==> src/rtl/core/dtq_pkg.sv <==
`default_nettype none

package dtq_pkg;

  localparam int CH_W    = 8;
  localparam int VALUE_W = 15;
  localparam int IPART_W = 7;
  localparam int INT_W   = 10;
  localparam int FRAC_W  = 14;
  localparam int FBITS_W = 8;

  localparam logic [1:0] PH_INT  = 2'd0;
  localparam logic [1:0] PH_FRAC = 2'd1;
  localparam logic [1:0] PH_DONE = 2'd2;

  localparam logic [CH_W-1:0] CH_NUL  = 8'h00;
  localparam logic [CH_W-1:0] CH_DOT  = 8'h2E;
  localparam logic [CH_W-1:0] CH_ZERO = 8'h30;
  localparam logic [CH_W-1:0] CH_NINE = 8'h39;

  localparam logic [INT_W-1:0] INT_LIMIT = 10'd127;
  localparam logic [1:0] MAX_DIGITS = 2'd3;

  localparam logic [FBITS_W-1:0][FRAC_W-1:0] BIT_WEIGHT = {
    14'd39, 14'd78, 14'd156, 14'd312, 14'd625, 14'd1250, 14'd2500, 14'd5000
  };

  typedef struct packed {
    logic [IPART_W-1:0] int_part;
    logic [FRAC_W-1:0]  frac;
    logic               err;
  } num_t;

  function automatic logic [FBITS_W-1:0] frac_to_bits(input logic [FRAC_W-1:0] f);
    logic [FRAC_W-1:0]  r;
    logic [FBITS_W-1:0] bits;
    r    = f;
    bits = '0;
    for (int k = 0; k < FBITS_W; k++) begin
      if (r >= BIT_WEIGHT[k]) begin
        bits[FBITS_W-1-k] = 1'b1;
        r = r - BIT_WEIGHT[k];
      end
    end
    return bits;
  endfunction

endpackage

`default_nettype wire

==> src/rtl/core/dtq_parse.sv <==
`default_nettype none

module dtq_parse (
  input  wire logic                   clk,
  input  wire logic                   rst,
  input  wire logic                   take,
  input  wire logic [dtq_pkg::CH_W-1:0] ch,
  output dtq_pkg::num_t               res
);
  import dtq_pkg::*;

  logic [1:0]        phase, phase_next;
  logic [1:0]        digit_count, digit_count_next;
  logic [INT_W-1:0]  int_accum, int_accum_next;
  logic [FRAC_W-1:0] frac_accum, frac_accum_next;
  logic              held_error, held_error_next;

  logic              is_digit;
  logic [3:0]        d;
  logic [FRAC_W-1:0] place;
  logic [FRAC_W-1:0] frac_add;

  assign is_digit = (ch >= CH_ZERO) && (ch <= CH_NINE);
  assign d        = ch[3:0];

  always_comb begin
    case (digit_count)
      2'd0:    place = 14'd1000;
      2'd1:    place = 14'd100;
      2'd2:    place = 14'd10;
      default: place = 14'd0;
    endcase
  end

  assign frac_add = FRAC_W'({10'd0, d} * place);

  always_comb begin
    res.int_part = int_accum[IPART_W-1:0];
    res.frac     = frac_accum;
    case (phase)
      PH_INT:  res.err = (int_accum > INT_LIMIT);
      PH_FRAC: res.err = 1'b0;
      default: res.err = held_error;
    endcase
  end

  always_comb begin
    phase_next       = phase;
    digit_count_next = digit_count;
    int_accum_next   = int_accum;
    frac_accum_next  = frac_accum;
    held_error_next  = held_error;
    if (take) begin
      if (ch == CH_NUL) begin
        phase_next       = PH_INT;
        digit_count_next = 2'd0;
        int_accum_next   = '0;
        frac_accum_next  = '0;
        held_error_next  = 1'b0;
      end else begin
        case (phase)
          PH_INT: begin
            if (is_digit) begin
              if (digit_count >= MAX_DIGITS) begin
                phase_next      = PH_DONE;
                held_error_next = 1'b1;
              end else begin
                int_accum_next   = INT_W'({int_accum, 3'b000} + {int_accum, 1'b0} + {6'd0, d});
                digit_count_next = digit_count + 2'd1;
              end
            end else if (ch == CH_DOT) begin
              if (int_accum > INT_LIMIT) begin
                phase_next      = PH_DONE;
                held_error_next = 1'b1;
              end else begin
                phase_next       = PH_FRAC;
                digit_count_next = 2'd0;
              end
            end else begin
              phase_next      = PH_DONE;
              held_error_next = 1'b1;
            end
          end
          PH_FRAC: begin
            if (is_digit && (digit_count < MAX_DIGITS)) begin
              frac_accum_next  = frac_accum + frac_add;
              digit_count_next = digit_count + 2'd1;
              if (digit_count_next == MAX_DIGITS) begin
                phase_next      = PH_DONE;
                held_error_next = 1'b0;
              end
            end else begin
              phase_next      = PH_DONE;
              held_error_next = 1'b1;
            end
          end
          default: begin
          end
        endcase
      end
    end
  end

  always_ff @(posedge clk) begin
    if (rst) begin
      phase       <= PH_INT;
      digit_count <= 2'd0;
      int_accum   <= '0;
      frac_accum  <= '0;
      held_error  <= 1'b0;
    end else begin
      phase       <= phase_next;
      digit_count <= digit_count_next;
      int_accum   <= int_accum_next;
      frac_accum  <= frac_accum_next;
      held_error  <= held_error_next;
    end
  end

endmodule

`default_nettype wire

==> src/rtl/core/decimal_text_to_q8_8_top.sv <==
// Parses a NUL-terminated decimal string of the form iii[.ddd], one character per
// transaction, into an unsigned 7.8 fixed point value; a character is taken every
// cycle unless the result side backs up, and each NUL yields one result transaction
// through a register that captures the parsed parts and then one that converts the
// fraction to bits and registers the result, while all other characters yield none.
// Malformed strings, more than three integer digits or an integer part above 127
// give value 0 with error set; characters after a decided result are dropped.
`default_nettype none

module decimal_text_to_q8_8_top (
  input  wire logic                      clk,
  input  wire logic                      rst,
  input  wire logic                      char_valid,
  output logic                           char_stall,
  input  wire logic [dtq_pkg::CH_W-1:0]  ch,
  output logic                           result_valid,
  input  wire logic                      result_stall,
  output logic [dtq_pkg::VALUE_W-1:0]    value,
  output logic                           error
);
  import dtq_pkg::*;

  logic take;
  logic o_ready;
  logic b_ready;
  logic b_valid;
  num_t b_num;
  num_t res;

  assign o_ready    = !result_valid || !result_stall;
  assign b_ready    = !b_valid || o_ready;
  assign char_stall = !b_ready;
  assign take       = char_valid && b_ready;

  dtq_parse u_parse (
    .clk  (clk),
    .rst  (rst),
    .take (take),
    .ch   (ch),
    .res  (res)
  );

  always_ff @(posedge clk) begin
    if (rst) begin
      b_valid <= 1'b0;
    end else if (b_ready) begin
      b_valid <= take && (ch == CH_NUL);
    end
  end

  always_ff @(posedge clk) begin
    if (b_ready) begin
      b_num <= res;
    end
  end

  always_ff @(posedge clk) begin
    if (rst) begin
      result_valid <= 1'b0;
    end else if (o_ready) begin
      result_valid <= b_valid;
    end
  end

  always_ff @(posedge clk) begin
    if (o_ready) begin
      error <= b_num.err;
      if (b_num.err) begin
        value <= '0;
      end else begin
        value <= {b_num.int_part, frac_to_bits(b_num.frac)};
      end
    end
  end

endmodule

`default_nettype wire

==> config.mk <==
export PLATFORM = sky130hd
export DESIGN_NAME = decimal_text_to_q8_8_top
export DESIGN_NICKNAME = d
export VERILOG_FILES = /design/src/rtl/core/dtq_pkg.sv /design/src/rtl/core/dtq_parse.sv /design/src/rtl/core/decimal_text_to_q8_8_top.sv
export SDC_FILE = /design/constraint.sdc
export NUM_CORES = 1
export LEC_CHECK = 0
export BUFFER_PORTS_ARGS = -buffer_cell sky130_fd_sc_hd__buf_4
export CORE_ASPECT_RATIO = 1.5
export CORE_MARGIN = 4
export CORE_UTILIZATION = 39
export CTS_BUF_LIST = sky130_fd_sc_hd__clkbuf_8
export DETAILED_ROUTE_END_ITERATION = 10
export PLACE_DENSITY_LB_ADDON = 0.15
export SLEW_MARGIN = 0
export SYNTH_ARGS = -nofsm -noshare
export SYNTH_HDL_FRONTEND = slang
export SYNTH_HIERARCHICAL = 1
export SYNTH_SLANG_ARGS = --single-unit
==> constraint.sdc <==
create_clock -name clk -period 8.6 [get_ports clk]
set_input_delay 1.72 -clock clk [delete_from_list [all_inputs] [get_ports clk]]
set_output_delay 1.72 -clock clk [all_outputs]
set_load 0.02 [all_outputs]
# Word-level counts from Yosys, hierarchy flattened
# Index checks and enable logic that the tools add are counted.
[classes]
n_addsub = 11
n_reduce_logical = 23
eq_ne = 13
n_mux = 61
order_cmp = 13
mul = 1
[op_table]
columns = ["operator", "n"]
rows = [
  ["$mux W14", 24],
  ["$mux W10", 4],
  ["$pmux W10 S3", 1],
  ["$mux W2", 13],
  ["$mux W1", 15],
  ["$add A14 B14 Y14", 1],
  ["$ge A14 B10 Y1 const B", 1],
  ["$ge A14 B11 Y1 const B", 1],
  ["$ge A14 B12 Y1 const B", 1],
  ["$ge A14 B13 Y1 const B", 1],
  ["$ge A14 B6 Y1 const B", 1],
  ["$ge A14 B7 Y1 const B", 1],
  ["$ge A14 B8 Y1 const B", 1],
  ["$ge A14 B9 Y1 const B", 1],
  ["$mul A4 B10 Y14", 1],
  ["$sub A14 B10 Y14 const B", 1],
  ["$sub A14 B11 Y14 const B", 1],
  ["$sub A14 B12 Y14 const B", 1],
  ["$sub A14 B13 Y14 const B", 1],
  ["$sub A14 B7 Y14 const B", 1],
  ["$sub A14 B8 Y14 const B", 1],
  ["$sub A14 B9 Y14 const B", 1],
  ["$ne A4 B4 Y1 const B", 3],
  ["$add A10 B10 Y10", 1],
  ["28 further kinds", 44],
]
[word_totals]
output_inout_bits = 18
elab_cells = 134
ff_bits = 69
in_bits = 12

# Logic depth before layout (Yosys ltp)
# Gate-level depths: netlist (run 1).
[logic_depth]
word_depth = 30
mapped_depth = 50
mapped_depth_nobuf = 43

# By module
# Netlist (run 1), hierarchy kept.
[modules_own_cells]
columns = ["module", "area_per_inst_um2", "n_inst", "cells_each"]
rows = [
  ["decimal_text_to_q8_8_top", 5411.4, 1, 643],
  ["dtq_parse", 3235.6, 1, 390],
]

# Least setup slack after synthesis (run 1)
# OpenSTA, ideal clock, no wires.
[synth_timing]
kind = "register to register"
from = "register b_num[12] (netlist bit)"
to = "register value[0] (netlist bit), data pin"
path_slack_ns = -0.813
required_ns = 8.330
arrival_ns = 9.143
setup_ns = 0.270
path_stages_with_launch = 48
n_path_buf = 5
synth_period_minus_slack_ns = 9.413
path_cell_list = "edfxtp_1 -> buf_6 -> or4_4 -> or2_1 -> buf_2 -> nand2_1 -> nor2_1 -> a21oi_1 -> ha_1 -> nor2b_1 -> a21boi_2 -> or2_1 -> buf_6 -> a21o_4 -> a21o_1 -> buf_4 -> buf_6 -> xnor2_1 -> [... 12 more ...] -> ha_1 -> inv_1 -> or4_1 -> nand2_1 -> a31oi_1 -> o221ai_2 -> nand4_1 -> nor4b_4 -> o21ai_0 -> and2_1 -> ha_1 -> nand2_1 -> a21oi_1 -> a31oi_1 -> and2_1 -> a31oi_1 -> nor4b_2 -> a31oi_1"
[synth_between]
elab_chain_len = 30
[synth_lines]
columns = ["item", "line_no", "text"]
rows = [
  ["start: declaration", "decimal_text_to_q8_8_top.sv:27", "num_t b_num;"],
  ["start signal: assignment", "decimal_text_to_q8_8_top.sv:53", "b_num <= res;"],
  ["$sub A14 B13 Y14 / $ge A14 B13 Y1 (equally long branches)", "dtq_pkg.sv:42, dtq_pkg.sv:40", ""],
  ["$mux W14 *", "dtq_pkg.sv:40", "if (r >= BIT_WEIGHT[k]) begin"],
  ["$mux W14 *", "decimal_text_to_q8_8_top.sv:68", "if (b_num.err) begin"],
  ["$mux W14 *", "decimal_text_to_q8_8_top.sv:66", "if (o_ready) begin"],
  ["$sub A14 B12 Y14 / $ge A14 B12 Y1 (equally long branches)", "dtq_pkg.sv:42, dtq_pkg.sv:40", ""],
  ["$mux W14 *", "dtq_pkg.sv:40", ""],
  ["$mux W14 *", "decimal_text_to_q8_8_top.sv:68", ""],
  ["$mux W14 *", "decimal_text_to_q8_8_top.sv:66", ""],
  ["[... 14 more ...]", "-", ""],
  ["$mux W14 *", "decimal_text_to_q8_8_top.sv:68", ""],
  ["$mux W14 *", "decimal_text_to_q8_8_top.sv:66", ""],
  ["$sub A14 B7 Y14 / $ge A14 B7 Y1 (equally long branches)", "dtq_pkg.sv:42, dtq_pkg.sv:40", ""],
  ["$mux W14 *", "dtq_pkg.sv:40", ""],
  ["$mux W14 *", "decimal_text_to_q8_8_top.sv:68", ""],
  ["$mux W14 *", "decimal_text_to_q8_8_top.sv:66", ""],
  ["$ge A14 B6 Y1 *", "dtq_pkg.sv:40", ""],
  ["$mux W1 *", "dtq_pkg.sv:40", ""],
  ["end signal: assignment", "decimal_text_to_q8_8_top.sv:71", "value <= {b_num.int_part, frac_to_bits(b_num.frac)};"],
  ["end: declaration", "decimal_text_to_q8_8_top.sv:18", "output logic [dtq_pkg::VALUE_W-1:0] value,"],
]
# Every way passes the cells marked *; elsewhere a longest branch is shown, timed or not. The select of a mux whose other input is x is not followed.
# A chain may end at the register's enable or synchronous reset.

# Worst setup path after layout (run 1)
[layout_timing]
from = "register b_num[11] (netlist bit)"
to = "register value[0] (netlist bit), data pin"
# The elaborated chain is that of the path after synthesis.

==> results of run 1 <==
## worst register-to-register path: cells and delay by family (launching register included)
family / cells / cell delay [ns]
compound gates: 14 / 2.09
mux: 2 / 0.54
xor+xnor: 2 / 0.27
simple gates: 19 / 4.02
flops: 1 / 0.39
fa+ha+maj: 4 / 0.83
buf+inv: 1 / 0.05
## worst max path at each step
stage	startpoint	end	slack (ns)
global route	b_num[11]	value[0]	-0.32
detailed placement	b_num[7]	value[0]	-0.06
finish	b_num[11]	value[0]	0.14
global placement	b_num[7]	value[0]	0.09
CTS	b_num[7]	value[0]	0.01
floorplan	b_num[11]	value[0]	-0.37
## stage by stage
| stage | std cells | util, % |
|---|---|---|
| after detailed placement | 1379 | 44.5 |
| after CTS | 1399 | 45.6 |
| after global placement | 1379 | 44.5 |
| final | 1422 | 47.0 |
| after floorplan | 1033 | - |
| after global routing | 1422 | 47.0 |
## power by group
group / switching [W] / internal, W / total, W
Clock: 0.000142 / 0.000138 / 0.000280
Sequential: 0.00000671 / 0.000352 / 0.000359
Combinational: 0.000204 / 0.000170 / 0.000374
Total: 0.000353 / 0.000660 / 0.00101
## Yosys cell counts, drive strengths merged, types with 5 or more instances
| master | count |
|---|---|
| nor2 | 81 |
| inv | 80 |
| nand2 | 79 |
| a21oi | 77 |
| o21ai | 55 |
| ha | 53 |
| nand3 | 43 |
| nor3 | 41 |
| edfxtp | 38 |
| xnor2 | 36 |
| and2 | 31 |
| buf | 30 |
| dfxtp | 30 |
| fa | 23 |
| nor2b | 20 |
| xor2 | 18 |
| a21o | 16 |
| mux2i | 15 |
| o211ai | 15 |
| a211oi | 13 |
| a31oi | 13 |
| and3 | 13 |
| nand4 | 13 |
| nor4 | 12 |
| o31ai | 12 |
| mux2 | 10 |
| o21a | 10 |
| or3 | 10 |
| clkbuf | 9 |
| or2 | 8 |
| a211o | 7 |
| nor4b | 7 |
| o22ai | 7 |
| or4 | 6 |
| nand2b | 5 |
| o311ai | 5 |
| o41ai | 5 |
## state kept, by name, indices dropped and copies added, names as in the netlist
| signal | count |
|---|---|
| b_num | 22 |
| u_parse/phase | 2 |
| u_parse/frac_accum | 13 |
| result_valid | 1 |
| u_parse/held_error | 1 |
| value | 15 |
| error | 1 |
| u_parse/digit_count | 2 |
| b_valid | 1 |
| u_parse/int_accum | 10 |
## per-layer routing
| metal | share of wire (%) | global-route usage, % | vias up |
|---|---|---|---|
| met5 | 0 | 0 | - |
| met4 | 4.2 | 9.20 | 0 |
| met3 | 2.6 | 1.68 | 66 |
| met2 | 55 | 39.8 | 205 |
| met1 | 39 | 22.0 | 3957 |
| li1 | - | - | 4057 |
## cell families after synthesis
group / count (synthesis)
compound gates: 303
xor+xnor: 54
fa+ha+maj: 76
buf+inv: 120
flops: 68
mux: 25
other cells: 1
simple gates: 386
## timing repair
action | in CTS | in global routing
endpoints found under the setup margin | 1 | 2
pin swaps | 1 | 31
gates resized for setup | 2 | 27
setup buffers | 4 | 23
## area by class of cell
cell class	count	area [sq um]	share of cell area [%]
clock inverters	7	80.1	0.781
multi-input cells	845	6620	64.5
flip-flops and latches	68	1740	17.0
clock buffers	9	124	1.21
well taps	272	340	3.32
repair buffers	140	1050	10.2
inverters	81	304	2.96
==> flow_summary.toml, run 1 <==
[synth]
synth_top_area_share_pct = 13.2
muxShareOfSynthArea_pct = 3.41
netlist_instances = 1033
yosysWarningCount = 6
synthArstFlopShare_pct = 0
ys_ff_latch = 68
synth_cell_types = 120
yosysTopAreaCell = "edfxtp_1"
ys.flop_type = "edfxtp_1"
synth_compound_area_share_pct = 25.9
synthXorXnorAreaFrac_pct = 5.86
yosys.area_share.simple_pct = 25.2
synth_adder_area_share_pct = 13.0
synthTopCellsByArea = "edfxtp_1 13%, ha_1 7.7%, dfxtp_1 6.9%"
syn_area_sq_mm = 0.00865
synth_top_family_by_area = "compound AO/OA/AOI/OAI gates"
synth-edff-count = 38
yosysSeqAreaShare_pct = 20.1
syn_area_per_cell_sq_um = 8.37
mappedNetlistNets = 1121

[hold_path]
min_path_cells = 0
min_from = "u_parse/frac_accum[4]"
hp-class = "reg2reg"
hold_end = "b_num[5]"

[critical_path]
worstPathArrival_ns = 8.54
max_stage_delay_ns = 0.58
cp_num_buf_inv = 1
crit_family = "simple AND/OR/NAND/NOR gates"
rrSetupSlack_ns = 0.14
cp_slowest_cell = "or4b_4"
r2r_cells = 42
cp.depth = 42
cp-start-kind = "flop"
worstReg2RegEnd = "value[0]"
cp.required_ns = 8.68
path_class = "reg2reg"
cp-end-kind = "flop"
cp_common_cell = "ha_2"
reg2reg_from = "b_num[11]"
path_max_fanout = 7

[final_layout]
antenna_cells = 0
drive_gt1_share_pct = 23.8
area_growth_pct = 18.6
final_cell_mix = "140 x buf_4, 79 x inv_1, 75 x nand2_1, 74 x nor2_1, 72 x a21oi_1"
layout_commonest_cell = "buf_4"
fin_area_sq_mm = 0.0103
fin_nets = 1233
fill_cells = 2187

[global_routing]
grt.total_usage_pct = 20.5
antenna_found_initial = 0
grt_pass1_vias = 8239
overflow = 0
grt_max_degree = 28
grt_pass1_wl_mm = 41.1

[place]
placed_area_sq_mm = 0.00970
dpl.hpwl_mm = 20.3
place_ws_ns = -0.0585
gp_congestion = 0.935
port_buffers = 29

[clock_tree]
cts_hold_buf = 0
numCtsBuffers = 9
clock-sinks = 68
htreeDepth = 3
clk_pin_slew_worst_paths_ns = 0.09
clock_path_buffers = 2
cts_root_buf = "clkbuf_8"
cts_tree = "done"
clkLatencyLatePin_ns = 0.35

[sta]
fin_tns_setup_ns = 0
fin_ws_ns = 0.141
whs_ns = 0.471
fmax_mhz = 118
setup_violations = 0
min_period_ns = 8.46
tightest_slew_ns = 0.987
rsz0062_at_grt = "yes"
layout_worst_path_cycle_share_pct = 98.4
slew_viol_final = 0
relSlewSlack_pct = 33.6
fin_skew_ns = 0.0113
finalHoldViolCount = 0

[die]
dieArea_sq_mm = 0.0247
fp-row-count = 66
die_w_um = 130
coreArea_sq_mm = 0.0218
die_y_um = 190
ios = 30
start_util_pct = 39.7

[route]
detail_route.first_pass.iterations = 5
postRouteWirelength_mm = 25.4
viasPerCell = 5.83
ant_nets = 0
wl_per_cell_um = 17.8
routed-via-count = 8285
drt_iter0_drc = 424
drc_errors = 0

[power_and_ir_drop]
p_leak_nw = 4.31
fin_total_pwr_w = 0.00101
ir_drop_mv = 0.0785
power_density_mw_per_mm2 = 98.8

[job]
maxCapViolCount = 0

[run_status]
outcome = "completed"
No activity file was read; power rests on OpenSTA's default activity.
==> run 2, diff against run 1 <==
Settings changed: GPL_TIMING_DRIVEN set to 0.
==> flow_summary.toml, run 2 (same netlist as run 1, synthesis figures left out) <==
[critical_path]
cp-start-kind = "flop"
path_class = "reg2reg"
crit_family = "simple AND/OR/NAND/NOR gates"
path_max_fanout = 9
cp.required_ns = 8.69
worstPathArrival_ns = 9.00
max_stage_delay_ns = 0.55
cp_slowest_cell = "or4_4"
cp_num_buf_inv = 7
cp-end-kind = "flop"

[die]
start_util_pct = 39.7
ios = 30
die_w_um = 130
coreArea_sq_mm = 0.0218
fp-row-count = 66
die_y_um = 190
dieArea_sq_mm = 0.0247

[route]
routed-via-count = 8395
postRouteWirelength_mm = 25.8
wl_per_cell_um = 17.7
drt_iter0_drc = 408
detail_route.first_pass.iterations = 5
drc_errors = 0
viasPerCell = 5.75
ant_nets = 0

[power_and_ir_drop]
pwr-share-comb_pct = 38.8
p_leak_nw = 4.58
ir_drop_mv = 0.0992
p_sw_w = 0.000362
pwr-share-clk_pct = 26.7
switching_share_pct = 35.0
power_frac_seq_pct = 34.5
power_density_mw_per_mm2 = 94.0
intPower_w = 0.000672

[clock_tree]
numCtsBuffers = 9
clock_path_buffers = 2
htreeDepth = 3
cts_hold_buf = 0
cts_tree = "done"
clkLatencyLatePin_ns = 0.36
clk_pin_slew_worst_paths_ns = 0.09
cts_root_buf = "clkbuf_8"
clock-sinks = 68

[job]
maxCapViolCount = 0

[sta]
layout_worst_path_cycle_share_pct = 104
setup_violations = 2
rsz0062_at_grt = "yes"
min_period_ns = 8.91
fin_ws_ns = -0.314
fin_skew_ns = 0.0206
fmax_mhz = 112
relSlewSlack_pct = 12.7
slew_viol_final = 0
finalHoldViolCount = 0
tightest_slew_ns = 1.31
whs_ns = 0.472

[final_layout]
fin_area_sq_mm = 0.0110
largest_reg_flops = 22
drive_gt1_share_pct = 29.1
fin_nets = 1272
antenna_cells = 0
fin_cells = 1461
final_core_utilization_pct = 50.5
area_growth_pct = 27.3
top_register = "b_num"
largest_registers = "b_num: 22 flops, value: 15 flops, u_parse/frac_accum: 13 flops"
final_cell_mix = "149 x buf_4, 79 x inv_1, 71 x nand2_1, 71 x nor2_1, 71 x a21oi_1"
fill_cells = 2111
layout_commonest_cell = "buf_4"

[place]
dpl.hpwl_mm = 19.4
port_buffers = 29
placed_cells = 1334
placed_area_sq_mm = 0.00933
gp_congestion = 0.903

[global_routing]
grt.total_usage_pct = 20.7
grt_pass1_wl_mm = 41.5
grt_max_degree = 26
grt_pass1_vias = 8263
antenna_found_initial = 0
overflow = 0

[hold_path]
hp-class = "reg2reg"

[run_status]
outcome = "complete, but fails checks"
violations = "negative setup slack"
[run 2: final timing paths]
path | start | endpoint | cells past startpoint | slack [ns]
worst max-delay path | b_num[11] | value[0] | 45 | -0.31
worst min-delay path | u_parse/frac_accum[9] | b_num[10] | 0 | 0.47
worst max register to register | b_num[11] | value[0] | 45 | -0.31
worst min register to register | u_parse/frac_accum[9] | b_num[10] | 0 | 0.47
[run 2: area by class of cell]
type / instances / area, sq um / area share, %
inverter: 81 / 304 / 2.76
clock buffer: 9 / 124 / 1.13
sequential: 68 / 1740 / 15.8
multi-input combinational: 846 / 7080 / 64.3
clock inverter: 7 / 81.3 / 0.739
timing repair buffer: 141 / 1070 / 9.77
buffer: 37 / 262 / 2.38
tap: 272 / 340 / 3.09
[run 2: power groups by stage]
| stage | Combinational (W) | Clock [W] | Sequential, W |
|---|---|---|---|
| final | 0.000401 | 0.000276 | 0.000357 |
| after global routing | 0.000442 | 0.000301 | 0.000358 |
| after CTS | 0.000375 | 0.000285 | 0.000357 |
| after detailed placement | 0.000336 | 0 | 0.000364 |
| after global placement | 0.000332 | 0 | 0.000364 |
| after floorplan | 0.000253 | 0 | 0.000372 |
[run 2: routing by layer]
layer  track usage, %  vias to the layer above  routed length, um
met5                0                        -                  0
met4             12.0                        0               1540
met3             1.63                       70                478
met2             40.0                      162              14300
met1             21.1                     4026               9510
li1                 -                     4137                  -
[run 2: what timing repair did]
item                                   4_1_cts  5_1_grt
setup buffers                               88       24
cloned                                       0        1
endpoints found under the hold margin        0        0
gates resized for setup                     77       37
setup endpoints to repair                    3        2
pin swaps                                   49       38
[run 2: through the flow]
| step | setup TNS, ns | setup slack (ns) | total power (W) |
|---|---|---|---|
| after global routing | -0.990 | -0.626 | 0.00110 |
| after CTS | -0.342 | -0.307 | 0.00102 |
| final | -0.332 | -0.314 | 0.00103 |
| after detailed placement | -3.47 | -1.89 | 0.000701 |
| after global placement | -3.43 | -1.88 | 0.000696 |
| after floorplan | -0.369 | -0.369 | 0.000625 |
[run 2: worst register-to-register path, delay by kind of cell (launching register included)]
family	cells	cell delay, ns
flip-flops	1	0.35
AND/OR/NAND/NOR	16	3.59
XOR/XNOR	2	0.29
buffers and inverters	7	0.92
multiplexers	1	0.31
AO/OA/AOI/OAI	15	2.47
adder cells (fa/ha/maj)	4	0.72
